`src/rtl/stable_sorted_priority_queue_macros.svh`:
```
// ----------------------------------------------------------------------------
// Stable sorted priority queue: assertion macros
// Clocked on clk_i and disabled while rst_ni is low.
// ----------------------------------------------------------------------------
`ifndef STABLE_SORTED_PRIORITY_QUEUE_MACROS_SVH
`define STABLE_SORTED_PRIORITY_QUEUE_MACROS_SVH

// Same-cycle implication check
`define SSPQ_ASSERT_NOW(lbl, ante, cons) \
  lbl: assert property (@(posedge clk_i) disable iff (!rst_ni) (ante) |-> (cons)) \
    else $error("sspq same-cycle check failed");

// Next-cycle implication check
`define SSPQ_ASSERT_NEXT(lbl, ante, cons) \
  lbl: assert property (@(posedge clk_i) disable iff (!rst_ni) (ante) |=> (cons)) \
    else $error("sspq next-cycle check failed");

`endif

```
`src/rtl/sspq_pkg.sv`:
```
// ----------------------------------------------------------------------------
// sspq_pkg
// Shared types, codes and defaults for the stable sorted priority queue.
// ----------------------------------------------------------------------------
`timescale 1ns / 1ps

package sspq_pkg;

  localparam int unsigned DefaultCapacity = 16;
  localparam int unsigned PrioW           = 16;
  localparam int unsigned PayloadW        = 32;
  localparam int unsigned CountW          = 5;

  // Request operation codes; the unused code behaves as a query
  typedef enum logic [1:0] {
    MODE_PUSH  = 2'd0,
    MODE_POP   = 2'd1,
    MODE_QUERY = 2'd2
  } sspq_mode_e;

  // Result status codes
  typedef enum logic [1:0] {
    ST_OK    = 2'd0,
    ST_FULL  = 2'd1,
    ST_EMPTY = 2'd2
  } sspq_status_e;

  // Contents of one cell
  typedef struct packed {
    logic                     valid;
    logic signed [PrioW-1:0]  prio;
    logic [PayloadW-1:0]      payload;
  } sspq_entry_t;

  // Broadcast control to every cell
  typedef struct packed {
    logic                     push;
    logic                     pop;
    logic signed [PrioW-1:0]  prio;
    logic [PayloadW-1:0]      payload;
  } sspq_ctrl_t;

endpackage

```
`src/rtl/sspq_cell.sv`:
```
// ----------------------------------------------------------------------------
// sspq_cell
// One slot of the sorted chain: holds an entry, shifts right on insert,
// shifts left on pop.
// ----------------------------------------------------------------------------
`timescale 1ns / 1ps

module sspq_cell
  import sspq_pkg::*;
(
  input  logic        clk_i,
  input  logic        rst_ni,
  input  sspq_ctrl_t  ctrl_i,
  input  sspq_entry_t left_i,
  input  logic        left_gt_i,
  input  sspq_entry_t right_i,
  output sspq_entry_t ent_o,
  output logic        gt_o
);

  logic                    valid_q, valid_d;
  logic signed [PrioW-1:0] prio_q, prio_d;
  logic [PayloadW-1:0]     payload_q, payload_d;

  // Held entry leaves after the new one (strictly greater priority)
  assign gt_o = valid_q && (prio_q > ctrl_i.prio);

  // Next contents
  always_comb begin
    valid_d   = valid_q;
    prio_d    = prio_q;
    payload_d = payload_q;
    if (ctrl_i.push) begin
      valid_d = valid_q | left_i.valid;
      if (left_gt_i) begin
        prio_d    = left_i.prio;
        payload_d = left_i.payload;
      end else if (gt_o || !valid_q) begin
        prio_d    = ctrl_i.prio;
        payload_d = ctrl_i.payload;
      end
    end else if (ctrl_i.pop) begin
      valid_d   = right_i.valid;
      prio_d    = right_i.prio;
      payload_d = right_i.payload;
    end
  end

  // Occupancy flag
  always_ff @(posedge clk_i or negedge rst_ni) begin
    if (!rst_ni) begin
      valid_q <= 1'b0;
    end else begin
      valid_q <= valid_d;
    end
  end

  // Entry data, no reset
  always_ff @(posedge clk_i) begin
    prio_q    <= prio_d;
    payload_q <= payload_d;
  end

  assign ent_o = '{valid: valid_q, prio: prio_q, payload: payload_q};

endmodule

```
`src/rtl/stable_sorted_priority_queue.sv`:
```
// Timing: a request accepted at one edge has its result registered onto the ports, with done_o
// high for a single cycle, in the following cycle. Throughput: one request per cycle; busy stays
// low, since every cell of the chain compares and shifts in parallel.
// Reset: asynchronous, active low; empties the queue (all cells invalid, count zero).
// The receiver cannot stall: each result is shown for one cycle only.
// ----------------------------------------------------------------------------
// stable_sorted_priority_queue
// Bounded min-priority queue built as a chain of cells kept in ascending
// priority order; equal priorities leave in arrival order.
// ----------------------------------------------------------------------------
`timescale 1ns / 1ps
`include "stable_sorted_priority_queue_macros.svh"

module stable_sorted_priority_queue
  import sspq_pkg::*;
#(
  parameter int unsigned CAPACITY = DefaultCapacity
) (
  input  logic                    clk_i,
  input  logic                    rst_ni,
  input  logic                    start,
  output logic                    busy,
  input  logic [1:0]              mode_i,
  input  logic signed [PrioW-1:0] priority_req_i,
  input  logic [PayloadW-1:0]     payload_i,
  output logic                    done_o,
  output logic [1:0]              status_o,
  output logic                    head_valid_o,
  output logic signed [PrioW-1:0] head_priority_o,
  output logic [PayloadW-1:0]     head_payload_o,
  output logic [CountW-1:0]       entry_count_o
);

  localparam int unsigned CntW = $clog2(CAPACITY + 1);

  sspq_entry_t          ent   [CAPACITY];
  logic [CAPACITY-1:0]  gt;
  sspq_ctrl_t           ctrl;
  logic                 accept;
  logic                 full, empty;
  sspq_status_e         status_d, status_q;
  logic                 done_q;
  logic [CntW-1:0]      cnt_q, cnt_d;
  logic [CntW+CountW-1:0] cnt_ext;

  assign busy   = 1'b0;
  assign accept = start && !busy;
  assign full   = ent[CAPACITY-1].valid;
  assign empty  = !ent[0].valid;

  // Decode the request into cell control
  always_comb begin
    ctrl     = '{push: 1'b0, pop: 1'b0, prio: priority_req_i, payload: payload_i};
    status_d = ST_OK;
    cnt_d    = cnt_q;
    if (accept) begin
      unique case (mode_i)
        MODE_PUSH: begin
          if (full) begin
            status_d = ST_FULL;
          end else begin
            ctrl.push = 1'b1;
            cnt_d     = cnt_q + 1'b1;
          end
        end
        MODE_POP: begin
          if (empty) begin
            status_d = ST_EMPTY;
          end else begin
            ctrl.pop = 1'b1;
            cnt_d    = cnt_q - 1'b1;
          end
        end
        default: ;
      endcase
    end
  end

  // Cell chain
  for (genvar i = 0; i < CAPACITY; i++) begin : g_cell
    sspq_entry_t left_ent, right_ent;
    logic        left_gt;
    if (i == 0) begin : g_first
      assign left_ent = '{valid: 1'b1, prio: '0, payload: '0};
      assign left_gt  = 1'b0;
    end else begin : g_mid
      assign left_ent = ent[i-1];
      assign left_gt  = gt[i-1];
    end
    if (i == CAPACITY - 1) begin : g_last
      assign right_ent = '{valid: 1'b0, prio: '0, payload: '0};
    end else begin : g_inner
      assign right_ent = ent[i+1];
    end
    sspq_cell u_cell (
      .clk_i    (clk_i),
      .rst_ni   (rst_ni),
      .ctrl_i   (ctrl),
      .left_i   (left_ent),
      .left_gt_i(left_gt),
      .right_i  (right_ent),
      .ent_o    (ent[i]),
      .gt_o     (gt[i])
    );
  end

  // Count, strobe and status registers
  always_ff @(posedge clk_i or negedge rst_ni) begin
    if (!rst_ni) begin
      cnt_q    <= '0;
      done_q   <= 1'b0;
      status_q <= ST_OK;
    end else begin
      cnt_q    <= cnt_d;
      done_q   <= accept;
      status_q <= status_d;
    end
  end

  // Result ports; head comes straight from the first cell
  assign cnt_ext         = {{CountW{1'b0}}, cnt_q};
  assign done_o          = done_q;
  assign status_o        = status_q;
  assign head_valid_o    = ent[0].valid;
  assign head_priority_o = ent[0].valid ? ent[0].prio : '0;
  assign head_payload_o  = ent[0].valid ? ent[0].payload : '0;
  assign entry_count_o   = cnt_ext[CountW-1:0];

  // Checks
  `SSPQ_ASSERT_NEXT(a_done_follows_accept, accept, done_o)
  `SSPQ_ASSERT_NEXT(a_no_done_without_accept, !accept, !done_o)
  `SSPQ_ASSERT_NOW(a_head_matches_count, 1'b1, head_valid_o == (cnt_q != '0))
  `SSPQ_ASSERT_NOW(a_full_status_count, done_o && (status_q == ST_FULL), cnt_q == CntW'(CAPACITY))

endmodule

```
`config.mk`:
```
export PLATFORM = sky130hd
export DESIGN_NAME = stable_sorted_priority_queue
export DESIGN_NICKNAME = d
export VERILOG_FILES = /design/src/rtl/sspq_pkg.sv /design/src/rtl/sspq_cell.sv /design/src/rtl/stable_sorted_priority_queue.sv
export VERILOG_INCLUDE_DIRS = /design/src /design/src/rtl
export SDC_FILE = /design/constraint.sdc
export NUM_CORES = 2
export LEC_CHECK = 0
export BUFFER_PORTS_ARGS = -buffer_cell sky130_fd_sc_hd__buf_2
export CORE_AREA = 2 2 368 370
export CTS_CLUSTER_DIAMETER = 120
export DETAILED_ROUTE_END_ITERATION = 8
export DIE_AREA = 0 0 370 372
export SLEW_MARGIN = 0
export SYNTH_ARGS = -nofsm -noshare
export SYNTH_HDL_FRONTEND = slang
export SYNTH_SLANG_ARGS = --single-unit
```
`constraint.sdc`:
```
create_clock -name clk_i -period 5.6 [get_ports clk_i]
set_clock_uncertainty 0.15 [all_clocks]
set_input_delay 0.28 -clock clk_i [delete_from_list [all_inputs] [get_ports clk_i]]
set_output_delay 0.28 -clock clk_i [all_outputs]
set_load 0.05 [all_outputs]
```
Yosys cells after proc, flatten, opt, wreduce, memory -nomap -nowiden. Index checks and enable logic that the tools add are counted.

Output and inout bits: 58. Input port bits: 53. Word-level logic and storage cells: 343. Register bits: 792.

Mux-type cells: 172. Magnitude comparators: 16. Equal/unequal tests: 19. Reduce and logical (&&, ||, !) cells: 68. Add/subtract/negate cells: 2. Bitwise logic cells: 15.

Operators by type and width (count): $mux W32 (64); $mux W16 (64); $gt A16 B16 Y1 (16); $ne A3 B1 Y1 const B (15); $mux W1 (37); $reduce_and A2 Y1 (16); $logic_and A1 B1 Y1 (16); $logic_not A1 Y1 (16); $logic_or A1 B1 Y1 (16); $or A1 B1 Y1 (15); $mux W5 (2); $pmux W5 S2 (1); $mux W2 (3); $add A5 B1 Y5 const B (1); $sub A5 B1 Y5 const B (1); $ne A2 B1 Y1 const B (2); $pmux W2 S2 (1); $reduce_and A4 Y1 (1); $reduce_bool A2 Y1 (2); $eq A2 B1 Y1 const B (1); $logic_not A2 Y1 (1); $ne A2 B2 Y1 const B (1).

Longest topological paths before layout.
Depth after elaboration: 6. Depth in mapped cells: 12. Gate-level depth less buffers: 9.

Cells and area by module. Synthesis repeated with hierarchy kept, for this count alone.

Cells, all modules: 4539. Area, all modules: 47529.3 um2.

Modules (own cells, without submodules): sspq_cell at g_cell[0].u_cell ... (cells an instance 281, instances 8, sequential area each 1466.4 um2, area an instance 2939.1 um2); sspq_cell at g_cell[2].u_cell ... (cells an instance 275, instances 8, sequential area each 1466.4 um2, area an instance 2909.0 um2); stable_sorted_priority_queue (cells an instance 91, instances 1, sequential area each 200.2 um2, area an instance 744.5 um2).

Worst setup path before layout. Ideal clock, no wire load.

Kind: input to register. Start: in priority_req_i[1]. End: reg g_cell[4].u_cell.payload_q[0], enable pin. Setup slack: -81 ps. Required time: 4968 ps. Arrival time: 5049 ps. Cell stages on the path: 11. Setup time: 482 ps. Buffers on the path: 3. Path through: inv_1 > ha_1 > nor2b_1 > o211ai_1 > a2111o_1 > and4_1 > clkbuf_1 > or3_1 > clkbuf_1 > clkbuf_1 > a31oi_1.

Word-level cells in the longest chain between the ends: 5. Elaborated cells on any way between the ends: 7. Those cells by class: order compare (2); eq/ne (1); reduce/logical (4).

Ends and longest elaborated chain: start, declared (RTL line stable_sorted_priority_queue.sv:24) `input logic signed [PrioW-1:0] priority_req_i,`; $gt A16 B16 Y1 (RTL line sspq_cell.sv:26) `assign gt_o = valid_q && (prio_q > ctrl_i.prio);`; $logic_and A1 B1 Y1 (RTL line sspq_cell.sv:26); $logic_or A1 B1 Y1 (RTL line sspq_cell.sv:38) `end else if (gt_o || !valid_q) begin`; $ne A3 B1 Y1 (no source line) *; $reduce_and A2 Y1 (no source line) *; end signal, assigned (RTL line sspq_cell.sv:61) `payload_q <= payload_d;`; end, declared (RTL line sspq_cell.sv:23) `logic [PayloadW-1:0] payload_q, payload_d;`.

Mark *: on every way between the ends. The rest lies on a longest branch, timed or not. A chain may end at the register's enable or synchronous reset.

Worst setup path in the final report.
Start: reg g_cell[2].u_cell.prio_q[1]. End: reg g_cell[2].u_cell.payload_q[2], enable pin.

Word-level cells in the longest chain between the ends: 5.

Ends and longest elaborated chain: start, declared (RTL line sspq_cell.sv:22) `logic signed [PrioW-1:0] prio_q, prio_d;`; start signal, assigned (RTL line sspq_cell.sv:60) `prio_q <= prio_d;`; $gt A16 B16 Y1 (RTL line sspq_cell.sv:26); $logic_and A1 B1 Y1 (RTL line sspq_cell.sv:26); $logic_or A1 B1 Y1 (RTL line sspq_cell.sv:38); $ne A3 B1 Y1 (no source line); $reduce_and A2 Y1 (no source line); end signal, assigned (RTL line sspq_cell.sv:61); end, declared (RTL line sspq_cell.sv:23).

Every way passes these cells.

==> impl_metrics.ini <==
[worst_setup_path]
cpMaxStageDelayCell = a2111oi_0
worst-setup-path-type = reg2reg
crit_path_max_incr_delay_ns = 0.98
worstRegToRegCells = 8
cp_top_family = compound AO/OA/AOI/OAI gates
worstPathCellList = ha_1 > nor2b_1 > o211ai_1 > a2111oi_0 > nor3_1 > o311ai_0 > o31a_2 > buf_12
crit_end = g_cell[2].u_cell.payload_q[2]
path_max_fanout = 37
cp.depth = 8
reg2reg_slack_ns = 1.53
crit_path_start_kind = flip-flop
crit_buf_inv = 1
cp-startpoint = g_cell[2].u_cell.prio_q[1]
cp.required_ns = 5.80
crit_path_end_kind = flip-flop
r2r_start = g_cell[2].u_cell.prio_q[1]
critical_path_arrival_ns = 4.27
rr_endpoint = g_cell[2].u_cell.payload_q[2]

[sta]
min_period_ns = 4.07
setup_tns_ns = 0
fin_hold_ws_ns = -0.000905
setup-violations-final = 0
period_share_pct = 72.7
setup_slack_ns = 1.53
slew_headroom_pct = 23.3
worst_pin_slew_ns = 1.12
grt_setup_unrepaired = false
hold_viol_final = 1
final-max-slew-violation-count = 0
fmax_ghz = 0.246

[yosys]
synth_fp_nets = 4754
synthArstFlopShare_pct = 3.03
syn_avg_cell_area_um2 = 10.4
synth_top_family_by_area = compound AO/OA/AOI/OAI gates
synth_ff_type = edfxtp_1
ys_seq_area_share_pct = 50.9
synth-simple-area-share_pct = 12.7
synth_cell_type_count = 63
synth_edf_count = 768
yosysWarnings = 0
synth-compound-area-share_pct = 24.2
yosys.area_share.xor_xnor_pct = 0.0942
yosys-mux-area-fraction_pct = 1.28
yosys.area_share.adder_pct = 6.58
synth-seq-cells = 792
netlist_instances = 4457
netlist_area_mm2 = 0.0465

[global_route]
grt_pass1_vias = 38500
grt_pass1_wl_um = 250000
grt_overflow = 0
grt_usage_pct = 23.7
grt_max_degree = 153
antenna_found_initial = 3

[run_status]
status = finished with violations
failed_checks = hold timing

[clocking]
post_cts_buffers = 0
cts-hold-fix-buffers = 24
ctsResizeCount = 0
cts_tree = done
cts_buffers = 91
h-tree-depth = 3
cts_sinks = 792
clockBufferDepth = 3
clkLatencyLatePin_ns = 0.68
cts_root_buf = clkbuf_16
cts.clk_slew.worst_paths_ns = 0.06

[flow_run]
drv_cap = 0

[placement]
placedCellCount = 5984
port_buffers = 109
globalplace.congestion = 0.928
placed_cell_area_mm2 = 0.0488
preCtsSetupSlack_ns = 1.12
dp_hpwl_um = 103000

[finish]
drive_above_1_share_pct = 9.09
final_core_util_pct = 38.7
nFillCells = 13000
final_cell_area_mm2 = 0.0520
final_net_count = 4617
area_growth_syn_to_layout_pct = 11.9
multi_input_area_mm2 = 0.0212
diodes = 0
seq_area_mm2 = 0.0237
fin_cells = 6171

[die]
dieArea_mm2 = 0.138
start_util_pct = 34.6
core_mm2 = 0.134
row_count = 135
ios = 111
fp.dieH_um = 372
die_x_um = 370

[detailed_routing]
drc = 0
detail_route.iter0.violations = 5679
wl_per_cell_um = 27.4
num_vias = 40200
dr.pass1.iters = 6
routed_via_density = 6.51
antenna_left = 0
totalWireLength_um = 169000

[power_and_ir_drop]
power_density_mw_per_mm2 = 414
ir_drop_mv = 0.231
p_leak_nw = 17.8

[worst_hold_path]
hp-class = in2reg
## sequential cells by signal, summed over array words and instances, names as in the netlist
register	flops
g_cell.u_cell.valid_q	16
status_o	2
g_cell.u_cell.prio_q	256
g_cell.u_cell.payload_q	512
entry_count_o	5
done_o	1
## worst reg2reg max path, stage by stage, from the launching register on
cell and delay [ns]:
edfxtp_1 0.45, ha_1 0.32, nor2b_1 0.14, o211ai_1 0.17
a2111oi_0 0.98, nor3_1 0.31, o311ai_0 0.41, o31a_2 0.42
buf_12 0.29
## power breakdown
group / switching [mW] / internal, mW / total (mW)
sequential: 0.727 / 8.03 / 8.75
clock: 2.62 / 3.51 / 6.13
combinational: 4.83 / 1.81 / 6.64
total: 8.18 / 13.4 / 21.5
## stage by stage
step	hold WS, ns	power, mW
after floorplan	-0.166	12.7
after global placement	0.191	15.1
after detailed placement	0.196	15.2
after CTS	0.00817	21.4
after global routing	0.0314	22.2
final	-0.000905	21.5
## logic make-up (layout without fill, tap and decap cells)
group                    count (synthesis)  after routing
AO/OA/AOI/OAI                         1506           1506
XOR/XNOR                                 5              5
adder cells (fa/ha/maj)                244            244
buffers and inverters                  519            452
flip-flops                             792            792
multiplexers                            59             59
other                                    1              1
AND/OR/NAND/NOR                       1331           1331
## routing by layer
| layer | vias up | track usage, % | share of wire (%) |
|---|---|---|---|
| met5 | - | 0 | 0 |
| met4 | 0 | 9.74 | 4.3 |
| met3 | 367 | 3.80 | 9.0 |
| met2 | 2247 | 36.6 | 44 |
| met1 | 20200 | 33.0 | 42 |
| li1 | 17300 | - | - |
## worst min-delay path by stage
| stage | startpoint | end | slack (ns) | cells after the start |
|---|---|---|---|---|
| after floorplan | rst_ni | done_o | -0.17 | 0 |
| after global placement | rst_ni | entry_count_o[4] | 0.19 | 1 |
| after detailed placement | rst_ni | status_o[0] | 0.20 | 1 |
| after CTS | rst_ni | g_cell[3].u_cell.valid_q | 0.008 | 2 |
| after global routing | payload_i[18] | g_cell[0].u_cell.payload_q[18] | 0.03 | 3 |
| final | payload_i[9] | g_cell[0].u_cell.payload_q[9] | -0.0009 | 3 |
## placed cells by master (no fill, tap or decap), types with 7 or more instances in the layout
cell type and count:
and2_2 8, a21oi_1 455, a221o_1 382, dlygate4sd3_1 24
edfxtp_1 768, bufinv_16 8, nor2_1 49, dfrtp_1 23
clkbuf_1 15, a41oi_4 9, clkinv_1 18, o211ai_1 438
buf_4 82, buf_12 16, nand3b_1 7, nand3_1 22
buf_2 109, and2_1 83, clkbuf_16 96, nand2_1 921
nor4_1 62, inv_1 57, ha_1 243, o221ai_1 12
nand2b_1 15, a2111o_1 8, nand4_1 109, o2111ai_1 95
o21ai_0 38, nor2b_1 19, mux2i_1 56, clkinv_2 14
a21o_1 10, nor3_1 10
## synthesized netlist by cell type, types with 14 or more instances
master,number,area (um^2)
and2_1,91,569
o211ai_1,438,3290
edfxtp_1,768,23100
o2111ai_1,95,832
nand3_1,22,110
nor2_1,51,191
a21oi_1,456,2280
clkbuf_1,365,1370
nand2b_1,15,93.8
a221o_1,382,3820
nor2b_1,19,119
dfrtp_1,24,601
nand4_1,109,682
o21ai_0,39,195
buf_1,78,293
nor4_1,63,394
buf_2,14,70.1
inv_1,58,218
nand2_1,922,3460
ha_1,243,3040
mux2i_1,57,571
## final cells by class
type / count / area share, %
clock buffers: 113 / 4.78
clock inverters: 50 / 0.936
inverters: 58 / 0.424
multi-input cells: 3146 / 40.8
flip-flops and latches: 792 / 45.5
well taps: 1781 / 4.29
repair buffers: 231 / 3.31
Power figures use the tool's default switching activity.
